File: src/rtl/csb_pkg.sv
// ----------------------------------------------------------------------------
// csb_pkg
// Shared types and codes for the cursor sequence buffer.
// ----------------------------------------------------------------------------
`default_nettype none

package csb_pkg;

  // action codes
  localparam logic [3:0] ACT_START     = 4'd0;
  localparam logic [3:0] ACT_END       = 4'd1;
  localparam logic [3:0] ACT_LAST      = 4'd2;
  localparam logic [3:0] ACT_ADVANCE   = 4'd3;
  localparam logic [3:0] ACT_RETREAT   = 4'd4;
  localparam logic [3:0] ACT_INSERT    = 4'd5;
  localparam logic [3:0] ACT_ATTACH    = 4'd6;
  localparam logic [3:0] ACT_REMOVE    = 4'd7;
  localparam logic [3:0] ACT_FRONT_INS = 4'd8;
  localparam logic [3:0] ACT_BACK_ATT  = 4'd9;
  localparam logic [3:0] ACT_FRONT_REM = 4'd10;
  localparam logic [3:0] ACT_READ      = 4'd11;
  localparam logic [3:0] ACT_READ_AT   = 4'd12;

  // error codes
  localparam logic [1:0] ERR_OK     = 2'd0;
  localparam logic [1:0] ERR_FULL   = 2'd1;
  localparam logic [1:0] ERR_NO_CUR = 2'd2;
  localparam logic [1:0] ERR_RANGE  = 2'd3;

  typedef struct packed {
    logic [3:0]  action;
    logic [31:0] entry_value;
    logic [4:0]  read_index;
  } in_beat_t;

  typedef struct packed {
    logic [31:0] read_word;
    logic [5:0]  item_count;
    logic        has_current;
    logic [1:0]  error_code;
  } out_beat_t;

  // broadcast command to the row of entry cells
  typedef struct packed {
    logic ins;   // open a gap at pos and load the new word there
    logic rem;   // close the gap at pos
  } row_cmd_t;

endpackage

`default_nettype wire

File: src/rtl/cursor_sequence_buffer.sv
// ----------------------------------------------------------------------------
// cursor_sequence_buffer
// Ordered store of up to DEPTH words with a cursor, built as a row of entry
// cells that shift up on insert and down on remove.
// ----------------------------------------------------------------------------
//
//   channel | dir | beat type   | handshake
//   --------+-----+-------------+-------------------------
//   in_     | in  | in_beat_t   | in_valid / in_ready
//   out_    | out | out_beat_t  | out_valid / out_ready
//
// One beat per cycle while in_ready is high: every action, including a full-row
// shift, finishes in the cycle it is accepted, and its result is registered.
// The whole row shifts at once since each cell looks at its neighbors.
// An output register plus one skid register let input keep flowing for one
// beat while out_ready is low; in_ready drops once the skid is holding a beat.
// Reset clears cursor, count and handshake state; entry words are not reset.
// ----------------------------------------------------------------------------
`default_nettype none

module cursor_sequence_buffer
  import csb_pkg::*;
#(
  parameter int DEPTH     = 32,
  parameter int WORD_BITS = 32
) (
  input  wire logic      clk,
  input  wire logic      rst_n,
  input  wire logic      in_valid,
  output logic           in_ready,
  input  wire in_beat_t  in_data,
  output logic           out_valid,
  input  wire logic      out_ready,
  output out_beat_t      out_data
);

  localparam int CW = $clog2(DEPTH + 1);
  localparam int AW = (DEPTH > 1) ? $clog2(DEPTH) : 1;
  localparam int IW = (CW > 5) ? CW : 5;
  localparam logic [CW-1:0] FULL_CNT = CW'(DEPTH);
  localparam logic [CW-1:0] LAST_POS = CW'(DEPTH - 1);

  logic [CW-1:0] cur_r, cur_nxt;
  logic [CW-1:0] cnt_r, cnt_nxt;

  logic                 accept;
  logic                 cur_valid;
  logic                 full;
  logic [CW-1:0]        pos;
  row_cmd_t             cmd;
  logic                 do_read;
  logic [AW-1:0]        rd_addr;
  logic [1:0]           err;
  logic [WORD_BITS-1:0] new_word;
  logic [WORD_BITS-1:0] rd_word;
  logic [WORD_BITS-1:0] words [DEPTH];
  out_beat_t            result;

  logic      out_valid_r, out_valid_nxt;
  out_beat_t out_r, out_nxt;
  logic      skid_valid_r, skid_valid_nxt;
  out_beat_t skid_r, skid_nxt;

  assign in_ready  = !skid_valid_r;
  assign accept    = in_valid && in_ready;
  assign cur_valid = (cur_r < cnt_r);
  assign full      = (cnt_r == FULL_CNT);
  assign new_word  = WORD_BITS'(in_data.entry_value);

  // action decode
  always_comb begin
    cur_nxt = cur_r;
    cnt_nxt = cnt_r;
    pos     = '0;
    cmd     = '0;
    do_read = 1'b0;
    rd_addr = cur_r[AW-1:0];
    err     = ERR_OK;
    unique case (in_data.action) inside
      ACT_START: begin
        cur_nxt = '0;
      end
      ACT_END: begin
        if (cnt_r != '0) begin
          cur_nxt = cnt_r - 1'b1;
        end
      end
      ACT_LAST: begin
        cur_nxt = LAST_POS;
      end
      ACT_ADVANCE: begin
        if (cur_valid) begin
          cur_nxt = cur_r + 1'b1;
        end else begin
          err = ERR_NO_CUR;
        end
      end
      ACT_RETREAT: begin
        if (cur_r != '0) begin
          cur_nxt = cur_r - 1'b1;
        end
      end
      ACT_INSERT, ACT_ATTACH, ACT_FRONT_INS, ACT_BACK_ATT: begin
        if (full) begin
          err = ERR_FULL;
        end else begin
          case (in_data.action)
            ACT_INSERT:    pos = cur_valid ? cur_r : '0;
            ACT_ATTACH:    pos = cur_valid ? cur_r + 1'b1 : cnt_r;
            ACT_FRONT_INS: pos = '0;
            default:       pos = cnt_r;
          endcase
          cmd.ins = 1'b1;
          cur_nxt = pos;
          cnt_nxt = cnt_r + 1'b1;
        end
      end
      ACT_REMOVE: begin
        if (!cur_valid) begin
          err = ERR_NO_CUR;
        end else begin
          pos     = cur_r;
          cmd.rem = 1'b1;
          cnt_nxt = cnt_r - 1'b1;
        end
      end
      ACT_FRONT_REM: begin
        if (cnt_r == '0) begin
          err = ERR_NO_CUR;
        end else begin
          pos     = '0;
          cmd.rem = 1'b1;
          cur_nxt = '0;
          cnt_nxt = cnt_r - 1'b1;
        end
      end
      ACT_READ: begin
        if (cur_valid) begin
          do_read = 1'b1;
        end else begin
          err = ERR_NO_CUR;
        end
      end
      ACT_READ_AT: begin
        rd_addr = AW'(in_data.read_index);
        if (IW'(in_data.read_index) < IW'(cnt_r)) begin
          do_read = 1'b1;
        end else begin
          err = ERR_RANGE;
        end
      end
      default: begin
        // unused codes do nothing
      end
    endcase
  end

  // row of entry cells
  for (genvar g = 0; g < DEPTH; g++) begin : g_cell
    logic [WORD_BITS-1:0] left_w;
    logic [WORD_BITS-1:0] right_w;
    if (g == 0) begin : g_first
      assign left_w = words[g];
    end else begin : g_mid_l
      assign left_w = words[g-1];
    end
    if (g == DEPTH - 1) begin : g_last
      assign right_w = words[g];
    end else begin : g_mid_r
      assign right_w = words[g+1];
    end
    csb_cell #(
      .WORD_BITS (WORD_BITS),
      .CW        (CW),
      .IDX       (g)
    ) u_cell (
      .clk        (clk),
      .cmd        (accept ? cmd : row_cmd_t'('0)),
      .pos        (pos),
      .new_word   (new_word),
      .left_word  (left_w),
      .right_word (right_w),
      .word_q     (words[g])
    );
  end

  assign rd_word = do_read ? words[rd_addr] : '0;

  always_comb begin
    result.read_word   = 32'(rd_word);
    result.item_count  = 6'(cnt_nxt);
    result.has_current = (cur_nxt < cnt_nxt);
    result.error_code  = err;
  end

  // output register with one skid stage
  always_comb begin
    out_valid_nxt  = out_valid_r;
    out_nxt        = out_r;
    skid_valid_nxt = skid_valid_r;
    skid_nxt       = skid_r;
    if (out_ready || !out_valid_r) begin
      out_valid_nxt  = skid_valid_r || accept;
      out_nxt        = skid_valid_r ? skid_r : result;
      skid_valid_nxt = 1'b0;
    end else if (accept) begin
      skid_valid_nxt = 1'b1;
      skid_nxt       = result;
    end
  end

  always_ff @(posedge clk) begin
    if (!rst_n) begin
      cur_r        <= '0;
      cnt_r        <= '0;
      out_valid_r  <= 1'b0;
      skid_valid_r <= 1'b0;
    end else begin
      if (accept) begin
        cur_r <= cur_nxt;
        cnt_r <= cnt_nxt;
      end
      out_valid_r  <= out_valid_nxt;
      skid_valid_r <= skid_valid_nxt;
    end
  end

  always_ff @(posedge clk) begin
    out_r  <= out_nxt;
    skid_r <= skid_nxt;
  end

  assign out_valid = out_valid_r;
  assign out_data  = out_r;

endmodule

`default_nettype wire

File: src/rtl/csb_cell.sv
// ----------------------------------------------------------------------------
// csb_cell
// One entry of the sequence row: holds a word, loads the new word, or takes
// its neighbor's word when the row shifts up or down.
// ----------------------------------------------------------------------------
`default_nettype none

module csb_cell
  import csb_pkg::*;
#(
  parameter int WORD_BITS = 32,
  parameter int CW        = 6,
  parameter int IDX       = 0
) (
  input  wire logic                 clk,
  input  wire row_cmd_t             cmd,
  input  wire logic [CW-1:0]        pos,
  input  wire logic [WORD_BITS-1:0] new_word,
  input  wire logic [WORD_BITS-1:0] left_word,
  input  wire logic [WORD_BITS-1:0] right_word,
  output logic      [WORD_BITS-1:0] word_q
);

  localparam logic [CW-1:0] MY_IDX = CW'(IDX);

  logic [WORD_BITS-1:0] word_r;
  logic [WORD_BITS-1:0] word_nxt;

  always_comb begin
    word_nxt = word_r;
    if (cmd.ins) begin
      if (MY_IDX == pos) begin
        word_nxt = new_word;
      end else if (MY_IDX > pos) begin
        word_nxt = left_word;
      end
    end else if (cmd.rem) begin
      if (MY_IDX >= pos) begin
        word_nxt = right_word;
      end
    end
  end

  always_ff @(posedge clk) begin
    word_r <= word_nxt;
  end

  assign word_q = word_r;

endmodule

`default_nettype wire

File: config.mk
export PLATFORM = sky130hd
export DESIGN_NAME = cursor_sequence_buffer
export DESIGN_NICKNAME = d
export VERILOG_FILES = /design/src/rtl/csb_pkg.sv /design/src/rtl/cursor_sequence_buffer.sv /design/src/rtl/csb_cell.sv
export SDC_FILE = /design/constraint.sdc
export NUM_CORES = 2
export LEC_CHECK = 0
export ABC_CLOCK_PERIOD_IN_PS = 5700
export BUFFER_PORTS_ARGS = -buffer_cell sky130_fd_sc_hd__buf_2
export CELL_PAD_IN_SITES_DETAIL_PLACEMENT = 0
export CELL_PAD_IN_SITES_GLOBAL_PLACEMENT = 2
export CORE_MARGIN = 4
export CORE_UTILIZATION = 39
export DETAILED_ROUTE_END_ITERATION = 8
export GPL_TIMING_DRIVEN = 0
export PLACE_DENSITY = 0.86
export SYNTH_ARGS = -nofsm -noshare
export SYNTH_HDL_FRONTEND = slang
export SYNTH_SLANG_ARGS = --single-unit
export TNS_END_PERCENT = 30
File: constraint.sdc
create_clock -name clk -period 5.7 [get_ports clk]
set_input_delay 0.285 -clock clk [delete_from_list [all_inputs] [get_ports clk]]
set_output_delay 0.285 -clock clk [all_outputs]
set_load 0.05 [all_outputs]
Yosys cells after proc, flatten, opt, wreduce, memory -nomap -nowiden
Cells that the tools add are included.
- $add $sub $neg: 4
- order comparisons: 66
- equal/unequal tests: 75
- multiplexer cells: 190
- bitwise gates (word level): 3
- reductions and logical operators: 79
- operators by type and width (cell ; count):
    $mux W32 ; 159
    $bmux W32 S5 ; 1
    $eq A5 B6 Y1 const A ; 16
    $gt A5 B6 Y1 const A ; 16
    $reduce_and A3 Y1 ; 31
    $ge A5 B6 Y1 const A ; 15
    $ne A3 B1 Y1 const B ; 30
    $mux W6 ; 11
    $reduce_bool A2 Y1 ; 33
    $eq A4 B6 Y1 const A ; 8
    $ge A4 B6 Y1 const A ; 8
    $gt A4 B6 Y1 const A ; 8
    $pmux W6 S7 ; 1
    $mux W41 ; 1
    $pmux W6 S3 ; 2
    $eq A3 B6 Y1 const A ; 4
    $ge A3 B6 Y1 const A ; 4
    $gt A3 B6 Y1 const A ; 4
    $eq A4 B4 Y1 const B ; 5
    $eq A4 B3 Y1 const B ; 4
    $add A6 B1 Y6 const B ; 2
    $eq A2 B6 Y1 const A ; 2
    $ge A1 B6 Y1 const A ; 2
    $ge A2 B6 Y1 const A ; 2
    29 further kinds ; 48
- register bits: 1120
- bits of input ports: 45
- word-level logic and storage cells: 461

Logic depth before layout (Yosys ltp)
- depth after elaboration: 9
- depth in mapped cells: 19

Hierarchy
Synthesis repeated with hierarchy kept, for this count alone.
- cell total of the unflattened synthesis: 8319
- area, all modules: 73996.0 µm²
- by module, submodules not included (module ; times used ; cells each ; area each (µm²) ; seq. area each (µm²)):
    cursor_sequence_buffer ; 1 ; 2065 ; 15014.4 ; 2742.6
    csb_cell at g_cell[13].u_cell ... ; 2 ; 186 ; 1814.2 ; 960.9
    csb_cell at g_cell[1].u_cell ; 1 ; 219 ; 2153.3 ; 960.9
    csb_cell at g_cell[12].u_cell ; 1 ; 187 ; 1983.2 ; 960.9
    csb_cell at g_cell[27].u_cell ; 1 ; 187 ; 1950.6 ; 960.9
    csb_cell at g_cell[18].u_cell ; 1 ; 218 ; 1949.4 ; 960.9
    csb_cell at g_cell[29].u_cell ; 1 ; 219 ; 1940.6 ; 960.9
    csb_cell at g_cell[6].u_cell ; 1 ; 216 ; 1940.6 ; 960.9
    csb_cell at g_cell[28].u_cell ; 1 ; 219 ; 1938.1 ; 960.9
    csb_cell at g_cell[5].u_cell ; 1 ; 216 ; 1933.1 ; 960.9
    csb_cell at g_cell[7].u_cell ; 1 ; 216 ; 1929.4 ; 960.9
    csb_cell at g_cell[14].u_cell ; 1 ; 214 ; 1928.1 ; 960.9
    csb_cell at g_cell[8].u_cell ; 1 ; 217 ; 1924.3 ; 960.9
    csb_cell at g_cell[17].u_cell ; 1 ; 189 ; 1825.5 ; 960.9
    18 more rows ; -- ; -- ; -- ; --

Worst setup path before layout
OpenSTA, ideal clock, no wires.
- path type: flip-flop to flip-flop
- start: register cnt_r[5]
- end: register g_cell[0].u_cell.word_r[0], enable pin
- library setup time: 0.461 ns
- arrival time: 5.110 ns
- setup slack: 0.129 ns
- cell stages (with the launch flop): 16
- cells stage by stage: dfxtp_1 -> clkbuf_1 -> inv_2 -> ha_1 -> nand2_1 -> nor2_1 -> a21o_1 -> inv_2 -> buf_2 -> buf_1 -> ha_1 -> a22o_1 -> nand3_1 -> o211a_1 -> nand2_1 -> nor3_1
- cells in the longest elaborated chain, start to end: 8
- elaborated cells between the ends (all ways): 20
- classes of those cells: order compare (2); eq/ne (2); mux (11); reduce/logical (5)
- RTL lines (what ; line ; source):
    start, declared ; cursor_sequence_buffer.sv:44 ; logic [CW-1:0] cnt_r, cnt_nxt;
    start signal, assigned ; cursor_sequence_buffer.sv:221 ; cnt_r <= cnt_nxt;
    $lt A6 B6 Y1 ; cursor_sequence_buffer.sv:66 ; assign cur_valid = (cur_r < cnt_r);
    $mux W6 (on tied branches) ; cursor_sequence_buffer.sv:109, cursor_sequence_buffer.sv:108, cursor_sequence_buffer.sv:119 ;
    $pmux W6 S3 ; cursor_sequence_buffer.sv:107 ; case (in_data.action)
    $mux W6 ; cursor_sequence_buffer.sv:104 ; if (full) begin
    $pmux W6 S2 ; cursor_sequence_buffer.sv:79 ; unique case (in_data.action) inside
    $ge A1 B6 Y1 / $logic_not A6 Y1 (equally long branches) ; csb_cell.sv:38, csb_cell.sv:32 ;
    $reduce_bool A2 Y1 (no line) / $ne A2 B2 Y1 (equally long branches) ; -- ;
    $reduce_and A3 Y1 (no line) (*) ; -- ;
    end signal, assigned ; csb_cell.sv:45 ; word_r <= word_nxt;
    end, declared ; csb_cell.sv:26 ; logic [WORD_BITS-1:0] word_r;
Mark *: on every way between the ends. The rest lies on a longest branch, timed or not.
A chain may end at the register's enable or synchronous reset.

Final worst setup path
- start: register cnt_r[4]
- end: register g_cell[2].u_cell.word_r[25] (data pin)
- cells in the longest elaborated chain, start to end: 8
- elaborated cells between the ends (all ways): 13
- classes of those cells: order compare (1); eq/ne (2); mux (10)
- RTL lines (what ; line ; source):
    $lt A6 B6 Y1 ; cursor_sequence_buffer.sv:66 ;
    $mux W6 (on tied branches) ; cursor_sequence_buffer.sv:109, cursor_sequence_buffer.sv:108, cursor_sequence_buffer.sv:119 ;
    $pmux W6 S3 ; cursor_sequence_buffer.sv:107 ;
    $mux W6 ; cursor_sequence_buffer.sv:104 ;
    $pmux W6 S2 ; cursor_sequence_buffer.sv:79 ;
    $eq A2 B6 Y1 ; csb_cell.sv:32 ; if (MY_IDX == pos) begin
    $mux W32 ; csb_cell.sv:32 ;
    $mux W32 (*) ; csb_cell.sv:31 ; if (cmd.ins) begin
    net g_cell[2].u_cell.word_nxt[25] ; csb_cell.sv:27 ; logic [WORD_BITS-1:0] word_nxt;
    end signal, assigned ; csb_cell.sv:45 ;
    end, declared ; csb_cell.sv:26 ;
Mark *: on every way through the listed nets, which the timed path passes. The rest lies on a longest branch.

==> results.sh <==
export IMPL_final_hold_violation_count=0
export IMPL_setup_slack_ns=-0.166
export IMPL_reg2reg_from="cnt_r[4]"
export IMPL_gp_congestion=1.03
export IMPL_p_leak_nw=26.3
export IMPL_hpwl_mm=293
export IMPL_grt_max_degree=34
export IMPL_vdd_drop_max_v=0.000295
export IMPL_violations="DRC, capacitance limit, setup timing"
export IMPL_r2r_end="g_cell[2].u_cell.word_q[25]"
export IMPL_synthArstFlopShare_pct=0
export IMPL_dpl_worst_slack_ns=-1.18
export IMPL_first_iter_violations=12700
export IMPL_ff2ff_setup_slack_ns=-0.17
export IMPL_final_seq_area_sq_um=33500
export IMPL_syn_cell_area_sq_um=66800
export IMPL_finalSetupViolCount=42
export IMPL_wl_mm=381
export IMPL_cts_root_buffer="clkbuf_16"
export IMPL_switchingPower_mw=8.22
export IMPL_die_x_um=422
export IMPL_clock_sinks=1120
export IMPL_whs_endpoint="out_data[5]"
export IMPL_fin_setup_tns_ns=-2.53
export IMPL_syn_inst=6413
export IMPL_drive_gt1_share_pct=12.7
export IMPL_reg2reg_depth=14
export IMPL_worstPathArrival_ns=6.50
export IMPL_antenna_found_initial=21
export IMPL_critPathBufInv=5
export IMPL_num_vias=65800
export IMPL_worstSetupStartpointType="flop"
export IMPL_grt_ovfl_total=0
export IMPL_p_clk_share_pct=36.1
export IMPL_vias_per_cell=7.24
export IMPL_utilization_pct=44.9
export IMPL_finalCritPeriodShare_pct=103
export IMPL_critPathSlowestCell="buf_1"
export IMPL_grt_pass1_wl_mm=509
export IMPL_tightest_slew_ns=1.50
export IMPL_rsz0062_at_grt="yes"
export IMPL_dieArea_sq_um=178000
export IMPL_initial_utilization_pct=39.3
export IMPL_fin_crit_ns=5.87
export IMPL_synthFlopType="edfxtp_1"
export IMPL_first_global_vias=61200
export IMPL_fin_area_sq_um=76300
export IMPL_io_pins=88
export IMPL_drc_errors=1
export IMPL_dpl_cell_area_sq_um=71200
export IMPL_hold_path_startpoint="out_ready"
export IMPL_combPwrFrac_pct=21.1
export IMPL_crit_chain="buf_2 -> inv_1 -> ha_1 -> nand2_1 -> nor2_1 -> a21o_2 -> inv_2 -> o22ai_1 -> nor2_4 -> nand2_1 -> clkbuf_2 -> buf_1 -> o211ai_1 -> o211ai_1"
export IMPL_layout_common_cells="1,470 x nand2_1, 1,106 x edfxtp_1, 707 x o211ai_1"
export IMPL_run_status="complete, but fails checks"
export IMPL_clkSlewWorstSetupHoldPaths_ns=0.06
export IMPL_drtPass1Iterations=9
export IMPL_ys_ff_latch=1120
export IMPL_fin_nets=6807
export IMPL_fmax_ghz=0.170
export IMPL_ys_seq_area_share_pct=50.1
export IMPL_final_cells=9076
export IMPL_core_area_sq_um=170000
export IMPL_syn_to_final_growth_pct=14.2
export IMPL_path_delay_family="buffers and inverters"
export IMPL_fill_cells=16200
export IMPL_grt_usage_pct=41.0
export IMPL_drtAntennaViolNets=0
export IMPL_slowest_delay_ns=1.06
export IMPL_io_buffers=86
export IMPL_yosysUniqueCellTypes=91
export IMPL_whs_path_depth=2
export IMPL_ys_warn_count=0
export IMPL_critPathMaxFanout=10
export IMPL_mostFrequentLayoutCell="nand2_1"
export IMPL_whs_ns=0.208
export IMPL_power_total_mw=24.6
export IMPL_wire_per_inst_um=42.0
export IMPL_multi_input_area_sq_um=30400
export IMPL_finalClockSkew_ns=0.0370
export IMPL_row_count=151
export IMPL_post_place_cells=8761
export IMPL_cp_required_ns=6.33
export IMPL_cts_buffers=139
export IMPL_die_h_um=422
export IMPL_drv_cap=3
export IMPL_end_kind="flop"
export IMPL_power_density_nw_per_um2=322
export IMPL_seqPwrFrac_pct=42.8
export IMPL_syn_num_nets=6478
export IMPL_p_int_mw=16.3
export IMPL_synth_edff_count=1106
export IMPL_p_sw_share_pct=33.5
export IMPL_hold_class="in -> reg"
export IMPL_clk_latency_ns=0.84
export IMPL_maxSlewViolCount=0
export IMPL_cts_tree="yes"
export IMPL_clockBufferDepth=3
export IMPL_slew_headroom_pct=0.0142
export IMPL_htree_levels=4
export IMPL_critPathKind="reg -> reg"
export IMPL_syn_avg_cell_area_sq_um=10.4
kinds of logic after synthesis:
kind of cell,share of synthesized area (%)
AO/OA/AOI/OAI,24.5
XOR/XNOR,0.170
adder cells (fa/ha/maj),0.375
buffers and inverters,5.02
flip-flops,50.1
multiplexers,7.61
AND/OR/NAND/NOR,12.2
area by class of cell:
class                           instances  share of cell area, %
Buffer                                763                   4.35
Multi-Input combinational cell       4504                   39.8
Sequential cell                      1120                   43.9
Inverter                               23                  0.118
Antenna cell                           13                 0.0426
Clock inverter                         68                  0.766
Clock buffer                          176                   4.85
Timing Repair Buffer                  191                   2.49
Tap cell                             2218                   3.64
power by group through the flow:
stage | combinational, mW | clock (mW) | sequential (mW)
floorplan | 2.59 | 0 | 10.5
global placement | 4.64 | 0 | 10.7
detailed placement | 4.83 | 0 | 10.6
CTS | 4.88 | 8.80 | 10.4
global route | 5.22 | 9.13 | 10.5
finish | 5.18 | 8.87 | 10.5
metal layers:
metal	wire, um	global-route usage, %
met1	139000	52.7
met2	157000	58.8
met3	57300	15.4
met4	27600	24.3
met5	329	0
worst max path at each step:
stage          startpoint                            to  slack (ns)  cells past startpoint
6_report         cnt_r[4]   g_cell[2].u_cell.word_q[25]       -0.17                     14
5_1_grt          cnt_r[3]   g_cell[9].u_cell.word_q[19]       -0.06                     18
4_1_cts          cnt_r[1]  g_cell[17].u_cell.word_q[24]       0.006                     15
3_5_place_dp     cnt_r[5]  g_cell[25].u_cell.word_q[28]       -1.18                     18
3_3_place_gp     cnt_r[5]    g_cell[0].u_cell.word_q[9]       -4.46                     15
2_1_floorplan    cnt_r[5]    g_cell[0].u_cell.word_q[0]        0.13                     15
flip-flops by register name, indices dropped and copies added, names as in the netlist:
signal / flops
g_cell.u_cell.word_q: 1024
out_data: 41
skid_r: 41
cnt_r: 6
cur_r: 6
out_valid: 1
skid_valid_r: 1
cell usage after synthesis (5+ instances only):
master / n / area share [%]
nand2_1: 1472 / 8.3
edfxtp_1: 1106 / 50
o211ai_1: 707 / 7.9
a221o_1: 543 / 8.1
a21oi_1: 519 / 3.9
clkbuf_1: 476 / 2.7
nand3_1: 193 / 1.4
buf_2: 182 / 1.4
mux4_2: 159 / 5.4
nor2_1: 153 / 0.86
o21ai_0: 106 / 0.79
mux2i_1: 104 / 1.6
buf_1: 72 / 0.40
a22oi_1: 64 / 0.72
o21ai_1: 54 / 0.40
and2_1: 43 / 0.40
a211oi_1: 37 / 0.42
o2111ai_1: 33 / 0.43
o21a_1: 33 / 0.37
a32oi_1: 31 / 0.41
mux2_1: 30 / 0.51
buf_4: 29 / 0.33
ha_1: 20 / 0.37
inv_1: 20 / 0.11
nor3_1: 20 / 0.15
dfxtp_1: 14 / 0.42
nor3_2: 13 / 0.19
mux2_2: 11 / 0.19
nand4_1: 11 / 0.10
xnor2_1: 11 / 0.14
a21o_1: 9 / 0.10
and3_1: 9 / 0.084
a31oi_1: 7 / 0.066
buf_6: 7 / 0.12
nor2b_1: 7 / 0.066
o22ai_1: 7 / 0.066
a22o_1: 5 / 0.066
nand2b_1: 5 / 0.047
nor2_2: 5 / 0.047
o31ai_1: 5 / 0.056
or2_2: 5 / 0.047
worst register-to-register path: cells and delay by family (launching register included):
family          cells  cell delay (ns)
buf+inv             5             2.43
compound gates      4             1.42
simple gates        4             1.16
flops               1             0.34
fa+ha+maj           1             0.32
timing repair:
action / 4_1_cts / 5_1_grt
setup endpoints to repair: 1257 / 921
buffers inserted: 16 / 9
hold buffers: 35 / 0
gates resized for setup: 41 / 49
pin swaps: 11 / 5
hold endpoints to repair: 94 / 0
No activity file was read; power rests on OpenSTA's default activity.
